--- src/rtl/core/gpw_pkg.sv ---
// Guest page walker package: walk state and result types, field codes,
// address constants. No dependencies.
package gpw_pkg;

    localparam int unsigned ADDR_W = 32;
    localparam int unsigned BYTES_W = 4;
    localparam int unsigned CFG_IDX_W = 2;

    // request types on the input channel
    localparam logic REQ_TRANSLATE = 1'b0;
    localparam logic REQ_ENTRY     = 1'b1;

    // result kinds on the output channel
    localparam logic KIND_READ = 1'b0;
    localparam logic KIND_DONE = 1'b1;

    // configuration register indexes
    localparam logic [CFG_IDX_W-1:0] CFG_PAGING_ON = 2'd0;
    localparam logic [CFG_IDX_W-1:0] CFG_PAE_ON    = 2'd1;
    localparam logic [CFG_IDX_W-1:0] CFG_TABLE_ROOT = 2'd2;

    // walk levels: table whose entry is awaited
    localparam logic [1:0] LVL_ROOT = 2'd0;
    localparam logic [1:0] LVL_MID  = 2'd1;
    localparam logic [1:0] LVL_LEAF = 2'd2;

    localparam logic [ADDR_W-1:0] NOT_MAPPED = 32'hFFFF_FFFF;
    localparam logic [BYTES_W-1:0] ENTRY_BYTES_PAE    = 4'd8;
    localparam logic [BYTES_W-1:0] ENTRY_BYTES_LEGACY = 4'd4;

    localparam int unsigned PRESENT_BIT = 0;
    localparam int unsigned PS_BIT      = 7;

    typedef struct packed {
        logic              busy;
        logic [1:0]        level;
        logic [ADDR_W-1:0] held;
    } walk_state_t;

    typedef struct packed {
        logic               kind;
        logic [ADDR_W-1:0]  addr;
        logic [BYTES_W-1:0] bytes;
        logic               fault;
    } result_t;

endpackage

--- src/rtl/core/gpw_step.sv ---
// One walk step: decodes a translate request or an entry response against
// the walk state. Pure combinational logic; uses gpw_pkg.
module gpw_step (
    input  logic                       req_type,
    input  logic [gpw_pkg::ADDR_W-1:0] virtual_address,
    input  logic [gpw_pkg::ADDR_W-1:0] entry_data,
    input  logic                       paging_on,
    input  logic                       pae_on,
    input  logic [gpw_pkg::ADDR_W-1:0] table_root,
    input  gpw_pkg::walk_state_t       walk_cur,
    output gpw_pkg::walk_state_t       walk_nxt,
    output gpw_pkg::result_t           res,
    output logic                       res_valid
);

    logic [gpw_pkg::ADDR_W-1:0] va;
    logic [gpw_pkg::ADDR_W-1:0] e;

    assign e = entry_data;

    always_comb begin
        walk_nxt  = walk_cur;
        res_valid = 1'b0;
        res.kind  = gpw_pkg::KIND_DONE;
        res.addr  = '0;
        res.fault = 1'b0;
        res.bytes = pae_on ? gpw_pkg::ENTRY_BYTES_PAE : gpw_pkg::ENTRY_BYTES_LEGACY;
        va        = walk_cur.held;

        if (req_type == gpw_pkg::REQ_TRANSLATE) begin
            va            = virtual_address;
            walk_nxt.held = virtual_address;
            res_valid     = 1'b1;
            if (!paging_on) begin
                walk_nxt.busy  = 1'b0;
                walk_nxt.level = gpw_pkg::LVL_ROOT;
                res.addr       = va;
            end else begin
                walk_nxt.busy  = 1'b1;
                walk_nxt.level = gpw_pkg::LVL_ROOT;
                res.kind       = gpw_pkg::KIND_READ;
                if (pae_on) begin
                    res.addr = {table_root[31:5], va[31:30], 3'b000};
                end else begin
                    res.addr = {table_root[31:12], va[31:22], 2'b00};
                end
            end
        end else if (walk_cur.busy) begin
            res_valid = 1'b1;
            // finish by default; the read-request arms below override
            walk_nxt.busy  = 1'b0;
            walk_nxt.level = gpw_pkg::LVL_ROOT;
            if (!e[gpw_pkg::PRESENT_BIT]) begin
                res.addr  = gpw_pkg::NOT_MAPPED;
                res.fault = 1'b1;
            end else if (pae_on) begin
                if (walk_cur.level == gpw_pkg::LVL_ROOT) begin
                    walk_nxt.busy  = 1'b1;
                    walk_nxt.level = gpw_pkg::LVL_MID;
                    res.kind       = gpw_pkg::KIND_READ;
                    res.addr       = {e[31:12], va[29:21], 3'b000};
                end else if (walk_cur.level == gpw_pkg::LVL_MID) begin
                    if (e[gpw_pkg::PS_BIT]) begin
                        res.addr = {e[31:21], va[20:0]};
                    end else begin
                        walk_nxt.busy  = 1'b1;
                        walk_nxt.level = gpw_pkg::LVL_LEAF;
                        res.kind       = gpw_pkg::KIND_READ;
                        res.addr       = {e[31:12], va[20:12], 3'b000};
                    end
                end else begin
                    res.addr = {e[31:12], va[11:0]};
                end
            end else begin
                if (walk_cur.level == gpw_pkg::LVL_ROOT) begin
                    if (e[gpw_pkg::PS_BIT]) begin
                        res.addr = {e[31:22], va[21:0]};
                    end else begin
                        walk_nxt.busy  = 1'b1;
                        walk_nxt.level = gpw_pkg::LVL_MID;
                        res.kind       = gpw_pkg::KIND_READ;
                        res.addr       = {e[31:12], va[21:12], 2'b00};
                    end
                end else begin
                    res.addr = {e[31:12], va[11:0]};
                end
            end
        end
    end

endmodule

--- src/rtl/core/gpw_out_stage.sv ---
// Result register of the walker: holds one result beat until the consumer
// takes it. Uses gpw_pkg types.
module gpw_out_stage (
    input  logic             aclk,
    input  logic             aresetn,
    input  logic             load,
    input  gpw_pkg::result_t res,
    input  logic             m_ready,
    output logic             free,
    output logic             m_valid,
    output gpw_pkg::result_t m_res
);

    logic             valid_reg;
    logic             valid_next;
    gpw_pkg::result_t res_reg;

    assign free    = !valid_reg || m_ready;
    assign m_valid = valid_reg;
    assign m_res   = res_reg;

    always_comb begin
        valid_next = valid_reg;
        if (m_ready) begin
            valid_next = 1'b0;
        end
        if (load) begin
            valid_next = 1'b1;
        end
    end

    always_ff @(posedge aclk) begin
        if (!aresetn) begin
            valid_reg <= 1'b0;
        end else begin
            valid_reg <= valid_next;
        end
    end

    always_ff @(posedge aclk) begin
        if (load) begin
            res_reg <= res;
        end
    end

endmodule

--- src/rtl/core/x86_guest_page_walker.sv ---
// Guest page walker top level: input register, walk state, config registers,
// step logic and result register. Uses gpw_pkg, gpw_step, gpw_out_stage.
//
//  channel | ports                                     | role
//  --------+-------------------------------------------+----------------------------
//  s_      | s_valid s_ready s_req_type s_virtual_...  | translate requests, entries
//  m_      | m_valid m_ready m_result_kind m_out_...   | entry reads, walk results
//  cfg_    | cfg_wr_en cfg_index cfg_wdata             | paging_on, pae_on, table_root
//
// Each beat is held in the input register and decoded against the walk state
// while it sits there; its result is then captured in the result register, and
// one beat is taken per cycle while the result register is not stalled.
// Throughput is set by the result register: a stalled result holds the input
// register, which then holds s_ready low. Reset is synchronous and clears the
// walk state and configuration; no clearing pass is needed.
module x86_guest_page_walker (
    input  logic                        aclk,
    input  logic                        aresetn,
    input  logic                        s_valid,
    output logic                        s_ready,
    input  logic                        s_req_type,
    input  logic [gpw_pkg::ADDR_W-1:0]  s_virtual_address,
    input  logic [gpw_pkg::ADDR_W-1:0]  s_entry_data,
    output logic                        m_valid,
    input  logic                        m_ready,
    output logic                        m_result_kind,
    output logic [gpw_pkg::ADDR_W-1:0]  m_out_address,
    output logic [gpw_pkg::BYTES_W-1:0] m_entry_bytes,
    output logic                        m_fault,
    input  logic                        cfg_wr_en,
    input  logic [gpw_pkg::CFG_IDX_W-1:0] cfg_index,
    input  logic [gpw_pkg::ADDR_W-1:0]  cfg_wdata
);

    logic                       paging_on_reg;
    logic                       pae_on_reg;
    logic [gpw_pkg::ADDR_W-1:0] table_root_reg;

    logic                       in_valid_reg;
    logic                       in_type_reg;
    logic [gpw_pkg::ADDR_W-1:0] in_va_reg;
    logic [gpw_pkg::ADDR_W-1:0] in_entry_reg;

    gpw_pkg::walk_state_t walk_reg;
    gpw_pkg::walk_state_t walk_next;
    gpw_pkg::result_t     step_res;
    gpw_pkg::result_t     m_res;
    logic                 step_valid;
    logic                 out_free;
    logic                 advance;
    logic                 s_take;

    assign advance = in_valid_reg && out_free;
    assign s_ready = !in_valid_reg || advance;
    assign s_take  = s_valid && s_ready;

    always_ff @(posedge aclk) begin
        if (!aresetn) begin
            paging_on_reg  <= 1'b0;
            pae_on_reg     <= 1'b0;
            table_root_reg <= '0;
        end else if (cfg_wr_en) begin
            case (cfg_index)
                gpw_pkg::CFG_PAGING_ON:  paging_on_reg  <= cfg_wdata[0];
                gpw_pkg::CFG_PAE_ON:     pae_on_reg     <= cfg_wdata[0];
                gpw_pkg::CFG_TABLE_ROOT: table_root_reg <= cfg_wdata;
                default: ;
            endcase
        end
    end

    always_ff @(posedge aclk) begin
        if (!aresetn) begin
            in_valid_reg <= 1'b0;
        end else if (s_ready) begin
            in_valid_reg <= s_valid;
        end
    end

    always_ff @(posedge aclk) begin
        if (s_take) begin
            in_type_reg  <= s_req_type;
            in_va_reg    <= s_virtual_address;
            in_entry_reg <= s_entry_data;
        end
    end

    // advance the walk state once per beat leaving the input register
    always_ff @(posedge aclk) begin
        if (!aresetn) begin
            walk_reg <= '0;
        end else if (advance) begin
            walk_reg <= walk_next;
        end
    end

    gpw_step u_step (
        .req_type        (in_type_reg),
        .virtual_address (in_va_reg),
        .entry_data      (in_entry_reg),
        .paging_on       (paging_on_reg),
        .pae_on          (pae_on_reg),
        .table_root      (table_root_reg),
        .walk_cur        (walk_reg),
        .walk_nxt        (walk_next),
        .res             (step_res),
        .res_valid       (step_valid)
    );

    gpw_out_stage u_out (
        .aclk    (aclk),
        .aresetn (aresetn),
        .load    (advance && step_valid),
        .res     (step_res),
        .m_ready (m_ready),
        .free    (out_free),
        .m_valid (m_valid),
        .m_res   (m_res)
    );

    assign m_result_kind = m_res.kind;
    assign m_out_address = m_res.addr;
    assign m_entry_bytes = m_res.bytes;
    assign m_fault       = m_res.fault;

    a_read_no_fault: assert property (@(posedge aclk) disable iff (!aresetn)
        m_valid && (m_result_kind == gpw_pkg::KIND_READ) |-> !m_fault)
        else $error("entry read request carries a fault");

    a_idle_level: assert property (@(posedge aclk) disable iff (!aresetn)
        !walk_reg.busy |-> (walk_reg.level == gpw_pkg::LVL_ROOT))
        else $error("idle walk with nonzero level");

    a_level_range: assert property (@(posedge aclk) disable iff (!aresetn)
        walk_reg.level != 2'd3)
        else $error("walk level out of range");

    a_idle_entry_dropped: assert property (@(posedge aclk) disable iff (!aresetn)
        advance && (in_type_reg == gpw_pkg::REQ_ENTRY) && !walk_reg.busy
        |=> m_valid == $past(m_valid && !m_ready))
        else $error("entry response while idle produced a result");

endmodule

--- config.mk ---
export PLATFORM = sky130hd
export DESIGN_NAME = x86_guest_page_walker
export DESIGN_NICKNAME = d
export VERILOG_FILES = /design/src/rtl/core/gpw_pkg.sv /design/src/rtl/core/gpw_step.sv /design/src/rtl/core/gpw_out_stage.sv /design/src/rtl/core/x86_guest_page_walker.sv
export SDC_FILE = /design/constraint.sdc
export NUM_CORES = 1
export LEC_CHECK = 0
export BUFFER_PORTS_ARGS = -buffer_cell sky130_fd_sc_hd__clkbuf_2
export CORE_AREA = 2 2 148 150
export DETAILED_ROUTE_END_ITERATION = 12
export DIE_AREA = 0 0 150 152
export GPL_TIMING_DRIVEN = 0
export PLACE_DENSITY = 0.62
export SYNTH_ARGS = -nofsm -noshare
export SYNTH_HDL_FRONTEND = slang
export SYNTH_SLANG_ARGS = --single-unit
--- constraint.sdc ---
create_clock -name aclk -period 2.8 [get_ports aclk]
set_input_delay 0.28 -clock aclk [delete_from_list [all_inputs] [get_ports aclk]]
set_output_delay 0.28 -clock aclk [all_outputs]
set_load 0.005 [all_outputs]
# Yosys cells after proc, flatten, opt, wreduce, memory -nomap -nowiden
# Index checks and enable logic that the tools add are counted.
# W data, S select, Z words.
dict set report word_totals {
  register_bits 172
  latch_bits 0
  ram_bits 0
  mem_bits_ro 0
  input_bits 104
  out_inout_bits 40
  elab_cells 68
  memories 0
}
dict set report op_classes {
  n_addsub 0
  mul 0
  div_mod_pow 0
  n_lt_le_gt_ge 0
  eq_ne 4
  shift 0
  muxes 32
  n_bitwise 1
  n_reduce_logical 16
}
# op count
set ops {}
lappend ops {{$mux W33} 4}
lappend ops {{$mux W32} 2}
lappend ops {{$mux W22} 2}
lappend ops {{$mux W21} 2}
lappend ops {{$mux W3} 10}
lappend ops {{$mux W12} 1}
lappend ops {{$reduce_and A2 Y1} 6}
lappend ops {{$mux W1} 10}
lappend ops {{$eq A2 B1 Y1 const B} 2}
lappend ops {{$logic_not A2 Y1} 2}
lappend ops {{$mux W4} 1}
lappend ops {{$logic_and A1 B1 Y1} 3}
lappend ops {{$eq A2 B2 Y1 const B} 1}
lappend ops {{$logic_not A1 Y1} 2}
lappend ops {{$logic_or A1 B1 Y1} 2}
lappend ops {{$ne A2 B1 Y1 const B} 1}
lappend ops {{$reduce_bool A2 Y1} 1}
lappend ops {{$not A1 Y1} 1}

# Longest topological paths before layout
dict set report depth {
  depth_word 7
  depth_mapped 7
  mapped_depth_nobuf 4
}

# Modules after synthesis
# From an unflattened synthesis, not the netlist that was laid out.
dict set report hier_totals {
  hier_cells 688
  area_unflattened_um2 7886.3
}
# module instances cells_each area_per_inst_um2 seq_area_each_um2
set modules_own_cells {}
lappend modules_own_cells {x86_guest_page_walker 1 379 4929.7 3353.2}
lappend modules_own_cells {gpw_step 1 267 1766.7 0.0}
lappend modules_own_cells {gpw_out_stage 1 42 1189.9 1161.1}

# Worst setup path after synthesis
# No wires, ideal clock.
dict set report synth_path {
  path_kind {reg2reg}
  start {register u_out.valid_reg, in the netlist u_out.m_valid}
  end {register in_entry_reg[0] in the netlist's numbering (enable)}
  arrival_time_ns 1.855
  t_required_ns 2.382
  path_slack_ns 0.526
  stages_incl_launch_ff 4
  n_path_buf 0
  cell_sequence {dfxtp_1 -> nor2b_1 -> nand2_1 -> and2_1}
}
dict set report synth_via {
  elab_chain_cells 5
}
# element line_no
set synth_rtl {}
lappend synth_rtl {{start: declaration} gpw_out_stage.sv:14} ;# logic valid_reg;
lappend synth_rtl {{start signal: assignment} gpw_out_stage.sv:36} ;# valid_reg <= valid_next;
lappend synth_rtl {{$logic_not A1 Y1} gpw_out_stage.sv:18} ;# assign free = !valid_reg || m_ready;
lappend synth_rtl {{$logic_or A1 B1 Y1} gpw_out_stage.sv:18}
lappend synth_rtl {{$logic_and A1 B1 Y1} x86_guest_page_walker.sv:53} ;# assign advance = in_valid_reg && out_free;
lappend synth_rtl {{$logic_or A1 B1 Y1} x86_guest_page_walker.sv:54} ;# assign s_ready = !in_valid_reg || advance;
lappend synth_rtl {{via s_ready} x86_guest_page_walker.sv:20} ;# output logic s_ready,
lappend synth_rtl {{$logic_and A1 B1 Y1} x86_guest_page_walker.sv:55} ;# assign s_take = s_valid && s_ready;
lappend synth_rtl {{via s_take} x86_guest_page_walker.sv:51} ;# logic s_take;
lappend synth_rtl {{end signal: assignment} x86_guest_page_walker.sv:84} ;# in_entry_reg <= s_entry_data;
lappend synth_rtl {{end: declaration} x86_guest_page_walker.sv:42} ;# logic [gpw_pkg::ADDR_W-1:0] in_entry_reg;
# The timed path passes the listed nets, and every way through them passes these cells.
# A chain may end at the register's enable or synchronous reset.

# Worst setup path in the final report
dict set report layout_path {
  start {register walk_reg[34] in the netlist's numbering}
  end {register u_out.res_reg (netlist bit u_out.m_res[21]) (enable)}
}
dict set report layout_via {
  elab_chain_cells 3
}
# element line_no
set layout_rtl {}
lappend layout_rtl {{start: declaration} x86_guest_page_walker.sv:44} ;# gpw_pkg::walk_state_t walk_reg;
lappend layout_rtl {{start signal: assignment} x86_guest_page_walker.sv:93} ;# walk_reg <= walk_next;
lappend layout_rtl {{$mux W1} gpw_step.sv:48} ;# end else if (walk_cur.busy) begin
lappend layout_rtl {{$mux W1} gpw_step.sv:30} ;# if (req_type == gpw_pkg::REQ_TRANSLATE) begin
lappend layout_rtl {{$logic_and A1 B1 Y1} x86_guest_page_walker.sv:113} ;# .load (advance && step_valid),
lappend layout_rtl {{via u_out.load} gpw_out_stage.sv:6} ;# input logic load,
lappend layout_rtl {{end signal: assignment} gpw_out_stage.sv:42} ;# res_reg <= res;
lappend layout_rtl {{end: declaration} gpw_out_stage.sv:16} ;# gpw_pkg::result_t res_reg;
# The timed path passes the listed nets, and every way through them passes these cells.

==> qor.yml <==
drc: 0
path_clk_slew_ns: 0.07
timing.critical_path.buf_inv: 2
cts_root_buffer: "clkbuf_16"
gp_congestion: 0.893
irDropWorstVdd_mv: 0.439
clock_skew_ns: 0.0125
grt_max_degree: 37
fin_nets: 854
dr.first_iter.drc_count: 415
wirelength_um: 19000
fin_crit_ns: 2.19
ctsHoldBuffers: 0
cpLargestDelayFamily: "buffers and inverters"
synth.mux.area_fraction: 0.0678
numCtsBuffers: 17
timing.setup.tns_ns: 0
htree_levels: 4
synth.top_cells.by_area: "edfxtp_1, dfxtp_1, nand2_1"
critPathMaxFanout: 36
overflow: 0
crit_start: "walk_reg[34]$_SDFFE_PN0P_"
placed_cells: 1011
cts_tree: "done"
min_period_over_period: 0.782
hold_class: "primary input to register"
maxCapViolations: 0
synth_top_family_by_area: "compound AO/OA/AOI/OAI gates"
synth_edf_count: 91
clkPwrFrac: 0.447
largest_reg_flops: 36
intPower_uw: 4110
pwr-share-seq: 0.477
swShare: 0.243
grt_pass1_wl_um: 28800
cts_setup_buffers: 0
design.core.area_um2: 21400
stdcell_count: 1043
clock_latency_ns: 0.43
synth-seq-area-share: 0.616
synth.top_cell.area_share: 0.419
cp-end-kind: "register"
synth_compound_area_frac: 0.158
rows: 54
power.switching_uw: 1320
grt.total_usage: 0.168
pin_count: 144
cts-resized-gates: 0
cts_max_path_buffers: 2
clock-sinks: 155
holdPathStages: 1
synthAdderAreaFrac: 0
ys_warn_count: 0
final_layout_size_suffix_gt1_frac: 0.252
synth_ff_type: "edfxtp_1"
portBuffers: 127
wl_per_cell_um: 18.2
nFillCells: 2170
cp_num_cells: 4
hold_start: "s_virtual_address[20]"
grt_pass1_vias: 4946
cp.required_ns: 2.85
areaGrowthSynthToFinish_pct: 24.9
ys_ff_latch: 155
p_per_area_nw_per_um2: 667
r2r_cells: 4
chipHeight_um: 152
synthXorXnorAreaFrac: 0
timing.fmax_ghz: 0.457
diodes: 0
r2r-start: "walk_reg[34]$_SDFFE_PN0P_"
syn_area_um2: 6510
crit_type: "register to register"
crit_chain: "clkbuf_1, nor2b_1, nand3b_1, inv_2"
hold_viol: 0
finalPower_uw: 5430
vias: 5087
drt-pass1-iter-count: 5
cp_data_arrival_time_ns: 2.24
rsz0062_at_grt: "no"
via_per_inst: 4.88
run_status: "completed"
antenna_found_initial: 0
p_leak_uw: 0.00302
max_slew_margin: 0.442
dp_hpwl_um: 14000
synth_cells: 602
dieWidth_um: 150
initial_core_util: 0.305
yosysUniqueCellTypes: 44
die-area_um2: 22800
tightestPinTransition_ns: 0.836
antenna_left: 0
setup_viol: 0
critPathSlowestCell: "inv_2"
synth_area_leader_cell: "edfxtp_1"
cpPeakStageDelay_ns: 0.67
slew_viol_final: 0
comb_power_share: 0.076
syn_avg_cell_area_um2: 10.8
startpoint_type: "register"
async_flop_share: 0
synth_simple_gate_area_share: 0.121
layer usage:
layer | global-route usage | wire length [um] | part of all wire | vias to the layer above
li1 | - | - | - | 2480
met1 | 0.237 | 9030 | 0.48 | 2404
met2 | 0.260 | 8670 | 0.46 | 183
met3 | 0.0330 | 965 | 0.051 | 20
met4 | 0.0530 | 291 | 0.015 | 0
met5 | 0 | 0 | 0 | -
cell type report:
cell class / count / area, um^2 / area share
Buffer: 46 / 206 / 0.0254
Inverter: 8 / 30.0 / 0.00369
Sequential cell: 155 / 4010 / 0.493
Tap cell: 280 / 350 / 0.0431
Timing Repair Buffer: 128 / 656 / 0.0806
Clock buffer: 17 / 425 / 0.0523
Clock inverter: 15 / 185 / 0.0228
Multi-Input combinational cell: 394 / 2270 / 0.279
cell usage in the layout (no fill, tap or decap), drive strengths merged, types with 2 or more instances in the layout:
cell type and n:
edfxtp 91, a21o 3, o221ai 12, clkbuf 174, o31ai 2, o211ai 3
inv 14, nand3b 2, mux2i 34, buf 17, a31o 3, clkinvlp 2
or3 2, mux2 9, nand2 134, dfxtp 64, o21ai 36, nor2 9
nand3 6, nor2b 14, nand2b 5, a32oi 3, a211oi 13, nor3b 3
and2 2, clkinv 4, a311oi 2, bufinv 3, a221oi 5, conb 2
a21oi 73, o22ai 6, o31a 2
cells by family after synthesis:
group                  count (synthesis)
and+or+nand+nor                      181
AOI/OAI and AO/OA                    168
DFF                                  155
buffers and inverters                 54
muxes                                 43
other                                  1
path summary, 6_finish.rpt:
path	slack (ns)	to
hold / removal	0.02	in_va_reg[20]$_DFFE_PP_
setup / recovery	0.61	u_out.m_res[21]$_DFFE_PP_
hold reg to reg	0.45	table_root_reg[29]$_SDFFE_PN0P_
setup reg to reg	0.61	u_out.m_res[21]$_DFFE_PP_
cell usage after synthesis (all sizes together), types with 6 or more instances:
cell type,number
nor2,9
dfxtp,64
nand3,6
mux2,9
o22ai,6
a21oi,73
clkbuf,30
buf,16
nand2,134
inv,8
a211oi,13
nor2b,14
mux2i,34
o21ai,36
edfxtp,91
o221ai,12
worst reg2reg max path, stage by stage, from the launching register on:
cell and delay, ns:
dfxtp_1 0.31, clkbuf_1 0.38, nor2b_1 0.15, nand3b_1 0.29, inv_2 0.67
power by group through the flow:
stage / clock [uW] / sequential, uW / combinational (uW)
CTS: 2460 / 2590 / 414
global route: 2550 / 2600 / 454
floorplan: 0 / 2610 / 226
detailed placement: 0 / 2640 / 412
global placement: 0 / 2640 / 405
finish: 2430 / 2590 / 413
through the flow:
stage	hold slack (ns)	utilization	instance area [um^2]	setup slack, ns
3_3_place_gp	0.443	0.352	7500	-0.144
4_1_cts	0.00730	0.381	8140	0.0939
6_report	0.0150	0.381	8140	0.611
2_1_floorplan	0.379	-	6520	0.526
5_1_grt	0.00396	0.381	8140	0.400
3_5_place_dp	0.445	0.352	7530	0.108
Power figures use the tool's default switching activity.
